<file path="src/design/bed_pkg.sv">
// Package for the backslash escape decoder: beat payload types, result bundle
// type, register indexes and sizing constants. No dependencies.
`default_nettype none
package bed_pkg;

  // most result beats one input beat can cause
  localparam int RES_MAX = 3;
  localparam int RES_CNT_W = 2;
  // default depth of the queue between front and back
  localparam int QUEUE_DEPTH_DEF = 2;

  // configuration port
  localparam int CFG_IDX_W = 1;
  localparam logic [CFG_IDX_W-1:0] REG_ESCAPES_ENABLED = 1'd0;
  localparam logic [CFG_IDX_W-1:0] REG_APPEND_NEWLINE  = 1'd1;

  typedef struct packed {
    logic [7:0] data_byte;
    logic       byte_present;
    logic       end_of_message;
  } in_item_t;

  typedef struct packed {
    logic [7:0] out_byte;
    logic       out_valid;
    logic       out_last;
  } out_item_t;

  // all result beats of one input beat
  typedef struct packed {
    logic [RES_MAX-1:0][7:0] bytes;
    logic [RES_MAX-1:0]      vld;
    logic [RES_CNT_W-1:0]    cnt;
    logic                    last;
  } bundle_t;

endpackage
`default_nettype wire

</file>
<file path="src/design/bed_front.sv">
// Front of the backslash escape decoder: holds the config registers and the
// escape parse state, turns each input beat into a bundle of results.
// Depends on bed_pkg.
`default_nettype none
module bed_front (
  input  wire                               clk,
  input  wire                               rst_n,
  input  wire                               cfg_we,
  input  wire [bed_pkg::CFG_IDX_W-1:0]      cfg_addr,
  input  wire                               cfg_wdata,
  input  wire                               in_valid,
  output logic                              in_stall,
  input  bed_pkg::in_item_t                 in_data,
  input  wire                               q_full,
  output logic                              q_push,
  output bed_pkg::bundle_t                  q_wdata
);
  import bed_pkg::*;

  localparam logic [2:0] MODE_NORMAL = 3'd0;
  localparam logic [2:0] MODE_BSLASH = 3'd1;
  localparam logic [2:0] MODE_OCTAL  = 3'd2;
  localparam logic [2:0] MODE_HEX    = 3'd3;
  localparam logic [2:0] MODE_DROP   = 3'd4;

  localparam logic [7:0] CH_BSLASH = 8'h5C;
  localparam logic [7:0] CH_0      = 8'h30;
  localparam logic [7:0] CH_7      = 8'h37;
  localparam logic [7:0] CH_9      = 8'h39;
  localparam logic [7:0] CH_LA     = 8'h61;
  localparam logic [7:0] CH_LF_HEX = 8'h66;
  localparam logic [7:0] CH_UA     = 8'h41;
  localparam logic [7:0] CH_UF     = 8'h46;
  localparam logic [7:0] CH_N      = 8'h6E;
  localparam logic [7:0] CH_T      = 8'h74;
  localparam logic [7:0] CH_R      = 8'h72;
  localparam logic [7:0] CH_A      = 8'h61;
  localparam logic [7:0] CH_B      = 8'h62;
  localparam logic [7:0] CH_V      = 8'h76;
  localparam logic [7:0] CH_F      = 8'h66;
  localparam logic [7:0] CH_C      = 8'h63;
  localparam logic [7:0] CH_X      = 8'h78;
  localparam logic [7:0] ASC_NL    = 8'h0A;
  localparam logic [7:0] ASC_TAB   = 8'h09;
  localparam logic [7:0] ASC_CR    = 8'h0D;
  localparam logic [7:0] ASC_BEL   = 8'h07;
  localparam logic [7:0] ASC_BS    = 8'h08;
  localparam logic [7:0] ASC_VT    = 8'h0B;
  localparam logic [7:0] ASC_FF    = 8'h0C;

  // append one result to a bundle, dropping it once the bundle is full
  function automatic bundle_t put_res(bundle_t bu, logic [7:0] b, logic v);
    bundle_t r;
    r = bu;
    if (bu.cnt < RES_CNT_W'(RES_MAX)) begin
      r.bytes[bu.cnt] = b;
      r.vld[bu.cnt]   = v;
      r.cnt           = bu.cnt + 2'd1;
    end
    return r;
  endfunction

  logic       esc_en_r, append_nl_r;
  logic [2:0] mode_r, mode_nxt;
  logic [1:0] dig_r, dig_nxt;
  logic [8:0] val_r, val_nxt;

  logic       accept;
  logic [7:0] b;
  logic       is_oct, is_hex;
  logic [3:0] hex_val;
  logic [8:0] oct_acc, hex_acc;
  logic [1:0] dig_inc;
  bundle_t    bu;

  assign in_stall = q_full;
  assign accept   = in_valid && !in_stall;
  assign b        = in_data.data_byte;

  // digit classification
  always_comb begin
    is_oct  = (b >= CH_0) && (b <= CH_7);
    is_hex  = 1'b1;
    hex_val = 4'd0;
    if ((b >= CH_0) && (b <= CH_9)) begin
      hex_val = 4'(b - CH_0);
    end else if ((b >= CH_LA) && (b <= CH_LF_HEX)) begin
      hex_val = 4'(b - CH_LA + 8'd10);
    end else if ((b >= CH_UA) && (b <= CH_UF)) begin
      hex_val = 4'(b - CH_UA + 8'd10);
    end else begin
      is_hex = 1'b0;
    end
    oct_acc = {val_r[5:0], 3'b000} + {6'd0, b[2:0]};
    hex_acc = {val_r[4:0], 4'b0000} + {5'd0, hex_val};
    dig_inc = dig_r + 2'd1;
  end

  // parse one beat
  always_comb begin
    mode_nxt = mode_r;
    dig_nxt  = dig_r;
    val_nxt  = val_r;
    bu       = '0;
    if (!esc_en_r) begin
      mode_nxt = MODE_NORMAL;
      dig_nxt  = 2'd0;
      val_nxt  = 9'd0;
      if (in_data.byte_present) bu = put_res(bu, b, 1'b1);
    end else if (in_data.byte_present) begin
      unique case (mode_r) inside
        MODE_BSLASH: begin
          mode_nxt = MODE_NORMAL;
          unique case (b)
            CH_N:      bu = put_res(bu, ASC_NL, 1'b1);
            CH_T:      bu = put_res(bu, ASC_TAB, 1'b1);
            CH_R:      bu = put_res(bu, ASC_CR, 1'b1);
            CH_BSLASH: bu = put_res(bu, CH_BSLASH, 1'b1);
            CH_A:      bu = put_res(bu, ASC_BEL, 1'b1);
            CH_B:      bu = put_res(bu, ASC_BS, 1'b1);
            CH_V:      bu = put_res(bu, ASC_VT, 1'b1);
            CH_F:      bu = put_res(bu, ASC_FF, 1'b1);
            CH_C:      mode_nxt = MODE_DROP;
            CH_0: begin
              mode_nxt = MODE_OCTAL;
              dig_nxt  = 2'd1;
              val_nxt  = 9'd0;
            end
            CH_X: begin
              mode_nxt = MODE_HEX;
              dig_nxt  = 2'd0;
              val_nxt  = 9'd0;
            end
            default: begin
              // unknown escape keeps both characters
              bu = put_res(bu, CH_BSLASH, 1'b1);
              bu = put_res(bu, b, 1'b1);
            end
          endcase
        end
        MODE_OCTAL, MODE_HEX: begin
          if ((mode_r == MODE_OCTAL) ? is_oct : is_hex) begin
            val_nxt = (mode_r == MODE_OCTAL) ? oct_acc : hex_acc;
            dig_nxt = dig_inc;
            if (((mode_r == MODE_OCTAL) && (dig_inc == 2'd3)) ||
                ((mode_r == MODE_HEX) && (dig_inc >= 2'd2))) begin
              bu       = put_res(bu, val_nxt[7:0], 1'b1);
              mode_nxt = MODE_NORMAL;
              dig_nxt  = 2'd0;
              val_nxt  = 9'd0;
            end
          end else begin
            // non-digit closes the escape, then is plain text or opens a new escape
            bu       = put_res(bu, val_r[7:0], 1'b1);
            mode_nxt = MODE_NORMAL;
            dig_nxt  = 2'd0;
            val_nxt  = 9'd0;
            if (b == CH_BSLASH) mode_nxt = MODE_BSLASH;
            else bu = put_res(bu, b, 1'b1);
          end
        end
        MODE_DROP: ;
        default: begin
          mode_nxt = MODE_NORMAL;
          if (b == CH_BSLASH) mode_nxt = MODE_BSLASH;
          else bu = put_res(bu, b, 1'b1);
        end
      endcase
    end

    // end of message: flush pending escape, newline, end marker
    if (in_data.end_of_message) begin
      if (mode_nxt == MODE_BSLASH) begin
        bu = put_res(bu, CH_BSLASH, 1'b1);
      end else if ((mode_nxt == MODE_OCTAL) || (mode_nxt == MODE_HEX)) begin
        bu = put_res(bu, val_nxt[7:0], 1'b1);
      end
      if (append_nl_r && (mode_nxt != MODE_DROP)) bu = put_res(bu, ASC_NL, 1'b1);
      if (bu.cnt == 2'd0) bu = put_res(bu, 8'd0, 1'b0);
      bu.last  = 1'b1;
      mode_nxt = MODE_NORMAL;
      dig_nxt  = 2'd0;
      val_nxt  = 9'd0;
    end
  end

  assign q_push  = accept && (bu.cnt != 2'd0);
  assign q_wdata = bu;

  // config registers
  always_ff @(posedge clk) begin
    if (!rst_n) begin
      esc_en_r    <= 1'b0;
      append_nl_r <= 1'b1;
    end else if (cfg_we) begin
      unique case (cfg_addr)
        REG_ESCAPES_ENABLED: esc_en_r    <= cfg_wdata;
        REG_APPEND_NEWLINE:  append_nl_r <= cfg_wdata;
        default: ;
      endcase
    end
  end

  // parse state
  always_ff @(posedge clk) begin
    if (!rst_n) begin
      mode_r <= MODE_NORMAL;
      dig_r  <= 2'd0;
      val_r  <= 9'd0;
    end else if (accept) begin
      mode_r <= mode_nxt;
      dig_r  <= dig_nxt;
      val_r  <= val_nxt;
    end
  end

`ifndef SYNTHESIS
  // end of message always leaves the parser in normal text mode
  a_eom_clears: assert property (@(posedge clk) disable iff (!rst_n)
    accept && in_data.end_of_message |=> (mode_r == MODE_NORMAL) && (dig_r == 2'd0))
    else $error("parse state not cleared at end of message");
  // a message end always yields a bundle
  a_eom_pushes: assert property (@(posedge clk) disable iff (!rst_n)
    accept && in_data.end_of_message |-> q_push)
    else $error("end of message without a result");
`endif

endmodule
`default_nettype wire

</file>
<file path="src/design/bed_queue.sv">
// Small register queue of result bundles between front and back of the
// backslash escape decoder. Depends on bed_pkg.
`default_nettype none
module bed_queue #(
  parameter int DEPTH = bed_pkg::QUEUE_DEPTH_DEF
) (
  input  wire               clk,
  input  wire               rst_n,
  input  wire               push,
  input  bed_pkg::bundle_t  wdata,
  output logic              full,
  input  wire               pop,
  output logic              empty,
  output bed_pkg::bundle_t  head
);
  import bed_pkg::*;

  localparam int PTR_W = (DEPTH > 1) ? $clog2(DEPTH) : 1;
  localparam int CNT_W = $clog2(DEPTH + 1);

  bundle_t              mem_r [DEPTH];
  logic [PTR_W-1:0]     wr_ptr_r, rd_ptr_r;
  logic [CNT_W-1:0]     cnt_r, cnt_nxt;

  assign full  = (cnt_r == CNT_W'(DEPTH));
  assign empty = (cnt_r == '0);
  assign head  = mem_r[rd_ptr_r];

  // storage, no reset needed
  always_ff @(posedge clk) begin
    if (push) mem_r[wr_ptr_r] <= wdata;
  end

  always_comb begin
    cnt_nxt = cnt_r;
    if (push && !pop) cnt_nxt = cnt_r + CNT_W'(1);
    else if (pop && !push) cnt_nxt = cnt_r - CNT_W'(1);
  end

  // pointers and fill count
  always_ff @(posedge clk) begin
    if (!rst_n) begin
      wr_ptr_r <= '0;
      rd_ptr_r <= '0;
      cnt_r    <= '0;
    end else begin
      if (push) begin
        wr_ptr_r <= (wr_ptr_r == PTR_W'(DEPTH - 1)) ? '0 : wr_ptr_r + PTR_W'(1);
      end
      if (pop) begin
        rd_ptr_r <= (rd_ptr_r == PTR_W'(DEPTH - 1)) ? '0 : rd_ptr_r + PTR_W'(1);
      end
      cnt_r <= cnt_nxt;
    end
  end

`ifndef SYNTHESIS
  a_no_overflow: assert property (@(posedge clk) disable iff (!rst_n)
    !(push && full))
    else $error("queue push while full");
  a_no_underflow: assert property (@(posedge clk) disable iff (!rst_n)
    !(pop && empty))
    else $error("queue pop while empty");
  // queued bundles always hold at least one result
  a_head_nonempty: assert property (@(posedge clk) disable iff (!rst_n)
    !empty |-> (head.cnt != '0))
    else $error("empty bundle in queue");
`endif

endmodule
`default_nettype wire

</file>
<file path="src/design/bed_back.sv">
// Back of the backslash escape decoder: walks through the results of the
// bundle at the queue head, one beat per cycle while out_stall is low, into
// the output register. Depends on bed_pkg.
`default_nettype none
module bed_back (
  input  wire                clk,
  input  wire                rst_n,
  input  wire                q_empty,
  input  bed_pkg::bundle_t   q_head,
  output logic               q_pop,
  output logic               out_valid,
  input  wire                out_stall,
  output bed_pkg::out_item_t out_data
);
  import bed_pkg::*;

  logic [RES_CNT_W-1:0] idx_r, idx_nxt;
  logic                 out_vld_r;
  out_item_t            out_data_r, out_nxt;
  logic                 load, take, at_end;

  assign load   = !out_vld_r || !out_stall;
  assign take   = load && !q_empty;
  assign at_end = (idx_r == q_head.cnt - 2'd1);
  assign q_pop  = take && at_end;

  // select current result of the head bundle
  always_comb begin
    out_nxt.out_byte  = q_head.bytes[idx_r];
    out_nxt.out_valid = q_head.vld[idx_r];
    out_nxt.out_last  = q_head.last && at_end;
    idx_nxt = idx_r;
    if (take) idx_nxt = at_end ? '0 : idx_r + 2'd1;
  end

  always_ff @(posedge clk) begin
    if (!rst_n) begin
      out_vld_r <= 1'b0;
      idx_r     <= '0;
    end else begin
      if (load) out_vld_r <= !q_empty;
      idx_r <= idx_nxt;
    end
  end

  // output payload register
  always_ff @(posedge clk) begin
    if (take) out_data_r <= out_nxt;
  end

  assign out_valid = out_vld_r;
  assign out_data  = out_data_r;

`ifndef SYNTHESIS
  // result index stays inside the head bundle
  a_idx_range: assert property (@(posedge clk) disable iff (!rst_n)
    !q_empty |-> (idx_r < q_head.cnt))
    else $error("result index past bundle end");
  // index returns to zero whenever a bundle is retired
  a_idx_wrap: assert property (@(posedge clk) disable iff (!rst_n)
    q_pop |=> (idx_r == '0))
    else $error("result index not reset after pop");
`endif

endmodule
`default_nettype wire

</file>
<file path="src/design/backslash_escape_decoder.sv">
// Backslash escape decoder, top level. An input beat goes into the bundle queue
// and its first result beat then through the output register. Throughput: one
// input beat per cycle while out_stall is low and each beat gives at most one
// result; more results per beat keep the one-result-per-cycle back end busy.
// Reset (rst_n low, sync) clears parse state, queue and output valid; escapes
// off, newline on. Depends on bed_pkg, bed_front, bed_queue, bed_back.
`default_nettype none
module backslash_escape_decoder #(
  parameter int QUEUE_DEPTH = bed_pkg::QUEUE_DEPTH_DEF
) (
  input  wire                           clk,
  input  wire                           rst_n,
  input  wire                           cfg_we,
  input  wire [bed_pkg::CFG_IDX_W-1:0]  cfg_addr,
  input  wire                           cfg_wdata,
  input  wire                           in_valid,
  output logic                          in_stall,
  input  bed_pkg::in_item_t             in_data,
  output logic                          out_valid,
  input  wire                           out_stall,
  output bed_pkg::out_item_t            out_data
);
  import bed_pkg::*;

  logic    q_push, q_pop, q_full, q_empty;
  bundle_t q_wdata, q_head;

  // parse and classify
  bed_front u_front (
    .clk       (clk),
    .rst_n     (rst_n),
    .cfg_we    (cfg_we),
    .cfg_addr  (cfg_addr),
    .cfg_wdata (cfg_wdata),
    .in_valid  (in_valid),
    .in_stall  (in_stall),
    .in_data   (in_data),
    .q_full    (q_full),
    .q_push    (q_push),
    .q_wdata   (q_wdata)
  );

  // bundle queue
  bed_queue #(
    .DEPTH (QUEUE_DEPTH)
  ) u_queue (
    .clk   (clk),
    .rst_n (rst_n),
    .push  (q_push),
    .wdata (q_wdata),
    .full  (q_full),
    .pop   (q_pop),
    .empty (q_empty),
    .head  (q_head)
  );

  // serialize results
  bed_back u_back (
    .clk       (clk),
    .rst_n     (rst_n),
    .q_empty   (q_empty),
    .q_head    (q_head),
    .q_pop     (q_pop),
    .out_valid (out_valid),
    .out_stall (out_stall),
    .out_data  (out_data)
  );

endmodule
`default_nettype wire
</file>
<file path="config.mk">
export PLATFORM = sky130hd
export DESIGN_NAME = backslash_escape_decoder
export DESIGN_NICKNAME = d
export VERILOG_FILES = /design/src/design/bed_pkg.sv /design/src/design/bed_front.sv /design/src/design/bed_queue.sv /design/src/design/bed_back.sv /design/src/design/backslash_escape_decoder.sv
export SDC_FILE = /design/constraint.sdc
export NUM_CORES = 1
export LEC_CHECK = 0
export BUFFER_PORTS_ARGS = -buffer_cell sky130_fd_sc_hd__buf_4
export CORE_MARGIN = 5
export CORE_UTILIZATION = 45
export CTS_CLUSTER_DIAMETER = 150
export CTS_CLUSTER_SIZE = 25
export DETAILED_ROUTE_END_ITERATION = 8
export PLACE_DENSITY_LB_ADDON = 0.05
export SLEW_MARGIN = 0
export SYNTH_ARGS = -nofsm -noshare
export SYNTH_HDL_FRONTEND = slang
export SYNTH_SLANG_ARGS = --single-unit
</file>
<file path="constraint.sdc">
create_clock -name clk -period 4.2 [get_ports clk]
set_input_delay 0.84 -clock clk [delete_from_list [all_inputs] [get_ports clk]]
set_output_delay 0.84 -clock clk [all_outputs]
set_load 0.02 [all_outputs]
</file>
Yosys cells after proc, flatten, opt, wreduce, memory -nomap -nowiden
Memories as Yosys holds them, arrays and structs flattened. A register that Yosys moved wholly into a read port is not among the register bits.
Cells that the tools add are included.
{"block": "word_totals", "latch_bits": 0, "reg_bits": 32, "ram_bits": 60, "rom_bits": 0, "out_inout_bits": 12, "n_memories": 1}
{"block": "op_classes", "order_cmp": 24, "muxes": 104, "bitwise_logic": 15, "shift": 0, "n_mul": 0, "n_addsub": 19, "n_reduce_logical": 39, "eq_ne": 25, "div": 0}
{"memory": "u_queue.mem_r", "words": 2, "width": 30, "rd": 1, "rd_ports_with_merged_regs": 1, "wr": 1, "line": "bed_queue.sv:21", "text": "bundle_t mem_r [DEPTH];"}
{"cell": "30-bit 2-to-1 mux", "count": 11}
{"cell": "30-bit one-hot mux with 9 select lines", "count": 1}
{"cell": "29-bit 2-to-1 mux", "count": 6}
{"cell": "8-bit 2-to-1 mux", "count": 21}
{"cell": "30-bit one-hot mux with 3 select lines", "count": 1}
{"cell": "8-bit demux with 2-bit select", "count": 5}
{"cell": "8-bit by 7-bit == test with 1-bit output (second input constant)", "count": 10}
{"cell": "24-bit bitwise mux", "count": 3}
{"cell": "14-bit 2-to-1 mux", "count": 3}
{"cell": "3-bit 2-to-1 mux", "count": 13}
{"cell": "24-bit AND", "count": 1}
{"cell": "24-bit NOT", "count": 1}
{"cell": "1-bit logical AND", "count": 19}
{"cell": "18-bit AND", "count": 1}
{"cell": "2-bit by 3-bit less-than comparator with 1-bit output (second input constant)", "count": 6}
{"cell": "18-bit NOT", "count": 1}
{"cell": "3-bit one-hot mux with 3 select lines", "count": 2}
{"cell": "1-bit 2-to-1 mux", "count": 17}
{"cell": "2-bit by 1-bit adder with 2-bit output (second input constant)", "count": 8}
{"cell": "8-bit binary-select mux with 2-bit select", "count": 1}
{"cell": "8-bit by 7-bit greater-or-equal comparator with 1-bit output (second input constant)", "count": 2}
{"cell": "8-bit by 6-bit less-or-equal comparator with 1-bit output (second input constant)", "count": 2}
{"cell": "8-bit by 7-bit less-or-equal comparator with 1-bit output (second input constant)", "count": 2}
{"cell": "2-bit 2-to-1 mux", "count": 8}
{"cell": "other kinds (42)", "count": 81}

Longest topological paths before layout
{"block": "logic_depth", "word_depth": 54, "depth_mapped": 14, "depth_no_buf": 12}

By module
A second synthesis with hierarchy kept.
{"block": "hier_totals", "cells_unflattened": 540, "hier_area_um2": 5556.6}
{"mod": "bed_front", "cells_per_inst": 362, "area_each_um2": 2508.7, "n_inst": 1}
{"mod": "bed_queue", "cells_per_inst": 115, "area_each_um2": 2373.5, "n_inst": 1}
{"mod": "bed_back", "cells_per_inst": 63, "area_each_um2": 674.4, "n_inst": 1}

Worst setup path before layout
OpenSTA, ideal clock, no wires.
{"block": "synth_path", "path_kind": "in2reg", "start": "input port in_data[2] (netlist bit)", "end": "memory u_queue.mem_r[1][0] (netlist bit) (enable)", "setup_ps": 390, "slack_ps": 233, "required_time_ps": 3810, "arrival_time_ps": 3577, "stages": 11, "cell_sequence": "buf_2 > inv_1 > ha_1 > or3b_1 > o311a_1 > buf_2 > a22oi_4 > nand2_1 > a21oi_4 > o31a_1 > and2_1"}
{"block": "synth_via", "elab_chain_cells": 27, "elab_cells_between_ends": 68, "cone_classes": "add/sub: 3; order compare: 10; eq/ne: 15; mux: 30; reduce/logical: 10"}
{"item": "start: declaration", "line": "backslash_escape_decoder.sv:18", "text": "input bed_pkg::in_item_t in_data,"}
{"item": "8-bit by 7-bit greater-or-equal comparator with 1-bit output or 8-bit by 7-bit less-or-equal comparator with 1-bit output (tied branches)", "line": "bed_front.sv:89", "text": "end else if ((b >= CH_UA) && (b <= CH_UF)) begin"}
{"item": "1-bit logical AND", "line": "bed_front.sv:89"}
{"item": "1-bit 2-to-1 mux", "line": "bed_front.sv:89"}
{"item": "1-bit 2-to-1 mux", "line": "bed_front.sv:87", "text": "end else if ((b >= CH_LA) && (b <= CH_LF_HEX)) begin"}
{"item": "1-bit 2-to-1 mux", "line": "bed_front.sv:85", "text": "if ((b >= CH_0) && (b <= CH_9)) begin"}
{"item": "1-bit 2-to-1 mux", "line": "bed_front.sv:142", "text": "if ((mode_r == MODE_OCTAL) ? is_oct : is_hex) begin"}
{"item": "30-bit 2-to-1 mux or 3-bit 2-to-1 mux (tied branches)", "line": "bed_front.sv:142"}
{"item": "30-bit one-hot mux with 3 select lines or 3-bit one-hot mux with 3 select lines (tied branches)", "line": "bed_front.sv:111", "text": "unique case (mode_r) inside"}
{"item": "(+12 left out)"}
{"item": "29-bit 2-to-1 mux", "line": "bed_front.sv:55", "text": "if (bu.cnt < RES_CNT_W'(RES_MAX)) begin"}
{"item": "30-bit 2-to-1 mux", "line": "bed_front.sv:179", "text": "if (bu.cnt == 2'd0) bu = put_res(bu, 8'd0, 1'b0);"}
{"item": "30-bit 2-to-1 mux *", "line": "bed_front.sv:172", "text": "if (in_data.end_of_message) begin"}
{"item": "2-bit nonzero test *", "line": "bed_front.sv:187", "text": "assign q_push = accept && (bu.cnt != 2'd0);"}
{"item": "1-bit logical AND *", "line": "bed_front.sv:187"}
{"item": "named net q_push", "line": "backslash_escape_decoder.sv:25", "text": "logic q_push, q_pop, q_full, q_empty;"}
{"item": "1-bit 2-to-1 mux *", "line": "bed_queue.sv:31", "text": "if (push) mem_r[wr_ptr_r] <= wdata;"}
{"item": "1-bit 2-to-1 mux (not written as such) *", "line": "bed_queue.sv:31"}
{"item": "end: declaration", "line": "bed_queue.sv:21"}
Mark *: on every way through the listed nets, which the timed path passes. The rest lies on a longest branch. The select of a mux whose other input is x is not followed.

Worst setup path after layout
{"block": "layout_path", "start": "input port in_data[2] (netlist bit)", "end": "register u_queue.cnt_r[1]"}
{"block": "layout_via", "elab_chain_cells": 28, "elab_cells_between_ends": 71, "cone_classes": "add/sub: 3; order compare: 10; eq/ne: 15; mux: 29; reduce/logical: 14"}
{"item": "8-bit by 7-bit greater-or-equal comparator with 1-bit output or 8-bit by 7-bit less-or-equal comparator with 1-bit output (tied branches)", "line": "bed_front.sv:89"}
{"item": "1-bit logical AND", "line": "bed_front.sv:89"}
{"item": "1-bit 2-to-1 mux", "line": "bed_front.sv:89"}
{"item": "1-bit 2-to-1 mux", "line": "bed_front.sv:87"}
{"item": "1-bit 2-to-1 mux", "line": "bed_front.sv:85"}
{"item": "1-bit 2-to-1 mux", "line": "bed_front.sv:142"}
{"item": "30-bit 2-to-1 mux or 3-bit 2-to-1 mux (tied branches)", "line": "bed_front.sv:142"}
{"item": "30-bit one-hot mux with 3 select lines or 3-bit one-hot mux with 3 select lines (tied branches)", "line": "bed_front.sv:111"}
{"item": "(+13 left out)"}
{"item": "30-bit 2-to-1 mux", "line": "bed_front.sv:179"}
{"item": "30-bit 2-to-1 mux *", "line": "bed_front.sv:172"}
{"item": "2-bit nonzero test *", "line": "bed_front.sv:187"}
{"item": "1-bit logical AND *", "line": "bed_front.sv:187"}
{"item": "named net q_push", "line": "backslash_escape_decoder.sv:25"}
{"item": "1-bit logical NOT", "line": "bed_queue.sv:37", "text": "else if (pop && !push) cnt_nxt = cnt_r - CNT_W'(1);"}
{"item": "1-bit logical AND", "line": "bed_queue.sv:37"}
{"item": "2-bit nonzero test (no source line)"}
{"item": "end signal: assignment", "line": "bed_queue.sv:53", "text": "cnt_r <= cnt_nxt;"}
{"item": "end: declaration", "line": "bed_queue.sv:23", "text": "logic [CNT_W-1:0] cnt_r, cnt_nxt;"}
Marks and branches as above.
A chain may end at the register's enable or synchronous reset.

==> flow_summary.json <==
{
  "drt_iter0_drc": 350,
  "netlist_area_mm2": 0.00522,
  "fmax_mhz": 280,
  "dp.cells": 666,
  "drtPass1Iterations": 5,
  "post_cts_resized": 0,
  "htree_levels": 3,
  "synth_cell_types": 73,
  "clk_pin_slew_ns": 0.06,
  "max-slew-margin-rel": 0.356,
  "synth.avg_cell_area_um2": 10.4,
  "finalNonFillerCells": 682,
  "path_cells": "buf_4, inv_1, ha_1, o21bai_1, a41oi_1, a22oi_4, or2_1, a31oi_1, o31a_1, ha_1, or3_1, a21boi_0",
  "routabilityCongestion": 0.972,
  "initial_utilization": 0.459,
  "gr-max-usage-layer": "met2",
  "cts_made_buffers": 9,
  "arrival_ns": 3.84,
  "synth_top_area_frac": 0.403,
  "diodes": 0,
  "port_buffers": 28,
  "grt_max_degree": 31,
  "vias_per_cell": 6.01,
  "antenna_found_initial": 0,
  "drive_above_1_share": 0.139,
  "grt_use_met3": 0.0341,
  "slew_viol_final": 0,
  "vdd_drop_max_mv": 0.307,
  "use_met1": 0.259,
  "critPathSlowestCell": "a41oi_1",
  "drcViolationCount": 0,
  "worst_pin_slew_ns": 0.965,
  "async_flop_share": 0,
  "fin_nets": 557,
  "ctsHoldBuffers": 0,
  "area_growth_pct": 13.2,
  "wl_per_cell_um": 20.1,
  "drt_wl_total_um": 13700,
  "tns_ns": 0,
  "post_cts.repair.setup_buffers": 0,
  "ys_ff_latch": 93,
  "period_minus_slack_ns": 3.57,
  "synthTopCellsByArea": "edfxtp_1, dfxtp_1, mux4_2",
  "final-setup-viol-count": 0,
  "dieWidth_um": 118,
  "path_class": "in -> reg",
  "rsz0062_at_grt": "false",
  "startpoint_type": "primary input",
  "core-area_mm2": 0.0114,
  "fp-row-count": 39,
  "slowest_delay_ns": 0.61,
  "grt_use_total": 0.199,
  "cpMostUsedCell": "ha_1",
  "cts_tree": "yes",
  "synth-edff-count": 70,
  "grt_pass1_wl_um": 21900,
  "worstPathRequired_ns": 4.47,
  "finalCritPeriodShare": 0.850,
  "cts_buffer_depth": 2,
  "clk_latency_ns": 0.35,
  "hold_class": "reg -> reg",
  "grt_pass1_vias": 3918,
  "finalHoldViolCount": 0,
  "crit_path_end_kind": "register",
  "cts_root_buf": "clkbuf_16",
  "synth-seq-area-share": 0.491,
  "gr-total-overflow": 0,
  "dp_hpwl_um": 9880,
  "synth_flop_cell": "edfxtp_1",
  "leakage_nw": 2.02,
  "drtAntennaViolNets": 0,
  "cp_max_fo": 10,
  "setup_ws_ns": 0.630,
  "finClkSkew_ns": 0.00473,
  "clkSinkCount": 93,
  "use_met2": 0.322,
  "yosysTopAreaCell": "edfxtp_1",
  "crit_buf_inv": 2,
  "path_delay_family": "compound AO/OA/AOI/OAI gates",
  "post-place-ws_ns": 0.328,
  "die_area_mm2": 0.0138,
  "die_h_um": 118,
  "power_density_mw_per_mm2": 464,
  "outcome": "finished, final reports clean",
  "holdWs_ns": 0.481,
  "drv_cap": 0,
  "netlist_instances": 502,
  "io_pins": 29,
  "vias": 4100,
  "yosys_warnings": 0
}
==> cells by family (layout without fill, tap and decap cells) <==
| kind of cell | Yosys count | count (layout) | share of synthesized area |
|---|---|---|---|
| simple gates | 169 | 169 | 0.172 |
| fa+ha+maj | 6 | 6 | 0.0144 |
| other cells | 1 | 12 | 0.000719 |
| xor+xnor | 6 | 6 | 0.0101 |
| mux | 26 | 26 | 0.0715 |
| compound gates | 147 | 147 | 0.198 |
| flops | 93 | 93 | 0.491 |
| buf+inv | 54 | 80 | 0.0420 |
==> cells in the final DEF, fill, tap and decap left out, types with 5 or more instances in the layout <==
| master | n |
|---|---|
| nand2_1 | 54 |
| o21ai_0 | 30 |
| edfxtp_1 | 70 |
| nand3_1 | 12 |
| ha_1 | 6 |
| nand2b_1 | 6 |
| dfxtp_1 | 23 |
| nor2b_1 | 15 |
| nor2_1 | 24 |
| a21oi_1 | 22 |
| xnor2_1 | 5 |
| nor3_1 | 7 |
| and2_1 | 15 |
| buf_4 | 39 |
| a22oi_1 | 10 |
| mux4_2 | 9 |
| conb_1 | 12 |
| a21boi_0 | 6 |
| a21o_1 | 5 |
| mux2i_1 | 17 |
| o22ai_1 | 17 |
| a32oi_1 | 7 |
| clkbuf_16 | 9 |
| inv_1 | 23 |
| a31oi_1 | 8 |
==> where the power goes <==
part	total [mW]	internal, mW	leakage [nW]	switching (mW)
clock network	0.731	0.396	0.123	0.335
logic	0.723	0.317	1.05	0.406
registers	1.28	1.19	0.845	0.0965
total	2.74	1.90	2.02	0.838
==> registers in the layout, summed over array words and instances (netlist names), 2 cells and up, named ones only <==
name	flops
u_queue.mem_r	60
u_back.out_data	10
u_front.val_r	8
u_front.mode_r	3
u_back.idx_r	2
u_front.dig_r	2
u_queue.cnt_r	2
==> synthesized netlist by cell type (5+ instances only) <==
cell type	count
a21boi_0	6
a21o_1	5
a21oi_1	22
a22oi_1	10
a31oi_1	8
a32oi_1	7
and2_1	15
buf_1	5
buf_2	13
clkbuf_1	13
dfxtp_1	23
edfxtp_1	70
ha_1	6
inv_1	23
mux2i_1	17
mux4_2	9
nand2_1	54
nand2b_1	6
nand3_1	12
nor2_1	24
nor2b_1	15
nor3_1	7
o21ai_0	30
o22ai_1	17
xnor2_1	5
==> routing by layer <==
layer / wire length, um / vias up
met3: 672 / 34
li1: - / 1950
met2: 6740 / 136
met4: 488 / 0
met1: 5810 / 1980
met5: 0 / -
==> metrics by stage <==
stage           util  cell area, um2  power [mW]
2_1_floorplan      -            5260        1.78
3_3_place_gp   0.496            5640        2.03
3_5_place_dp   0.496            5640        2.04
4_1_cts        0.519            5900        2.78
5_1_grt        0.519            5900        2.90
6_report       0.519            5900        2.74
==> final cells by class <==
type                       instances  area, um2
clock buffer                       9        225
clock inverter                     7       41.3
fill                            1026       5470
inverter                          23       86.3
multi-input combinational        366       2480
sequential                        93       2560
tap                              143        179
timing repair buffer              41        333
==> tightest hold or removal path, delay by kind of cell, from the launching register on <==
family          cells  cell delay (ns)
simple gates        1             0.06
flops               1             0.31
compound gates      1             0.07
==> worst paths after layout <==
| kind | start | end | slack, ns | depth (start not counted) |
|---|---|---|---|---|
| worst max register to register | u_front.mode_r[0]$_SDFFE_PN0P_ | u_queue.cnt_r[1]$_SDFFE_PN0P_ | 0.99 | 8 |
| worst min-delay path | u_back.out_valid$_SDFFE_PN0P_ | u_back.out_valid$_SDFFE_PN0P_ | 0.48 | 2 |
| worst min register to register | u_back.out_valid$_SDFFE_PN0P_ | u_back.out_valid$_SDFFE_PN0P_ | 0.48 | 2 |
| worst max-delay path | in_data[2] | u_queue.cnt_r[1]$_SDFFE_PN0P_ | 0.63 | 12 |
Power figures use the tool's default switching activity.
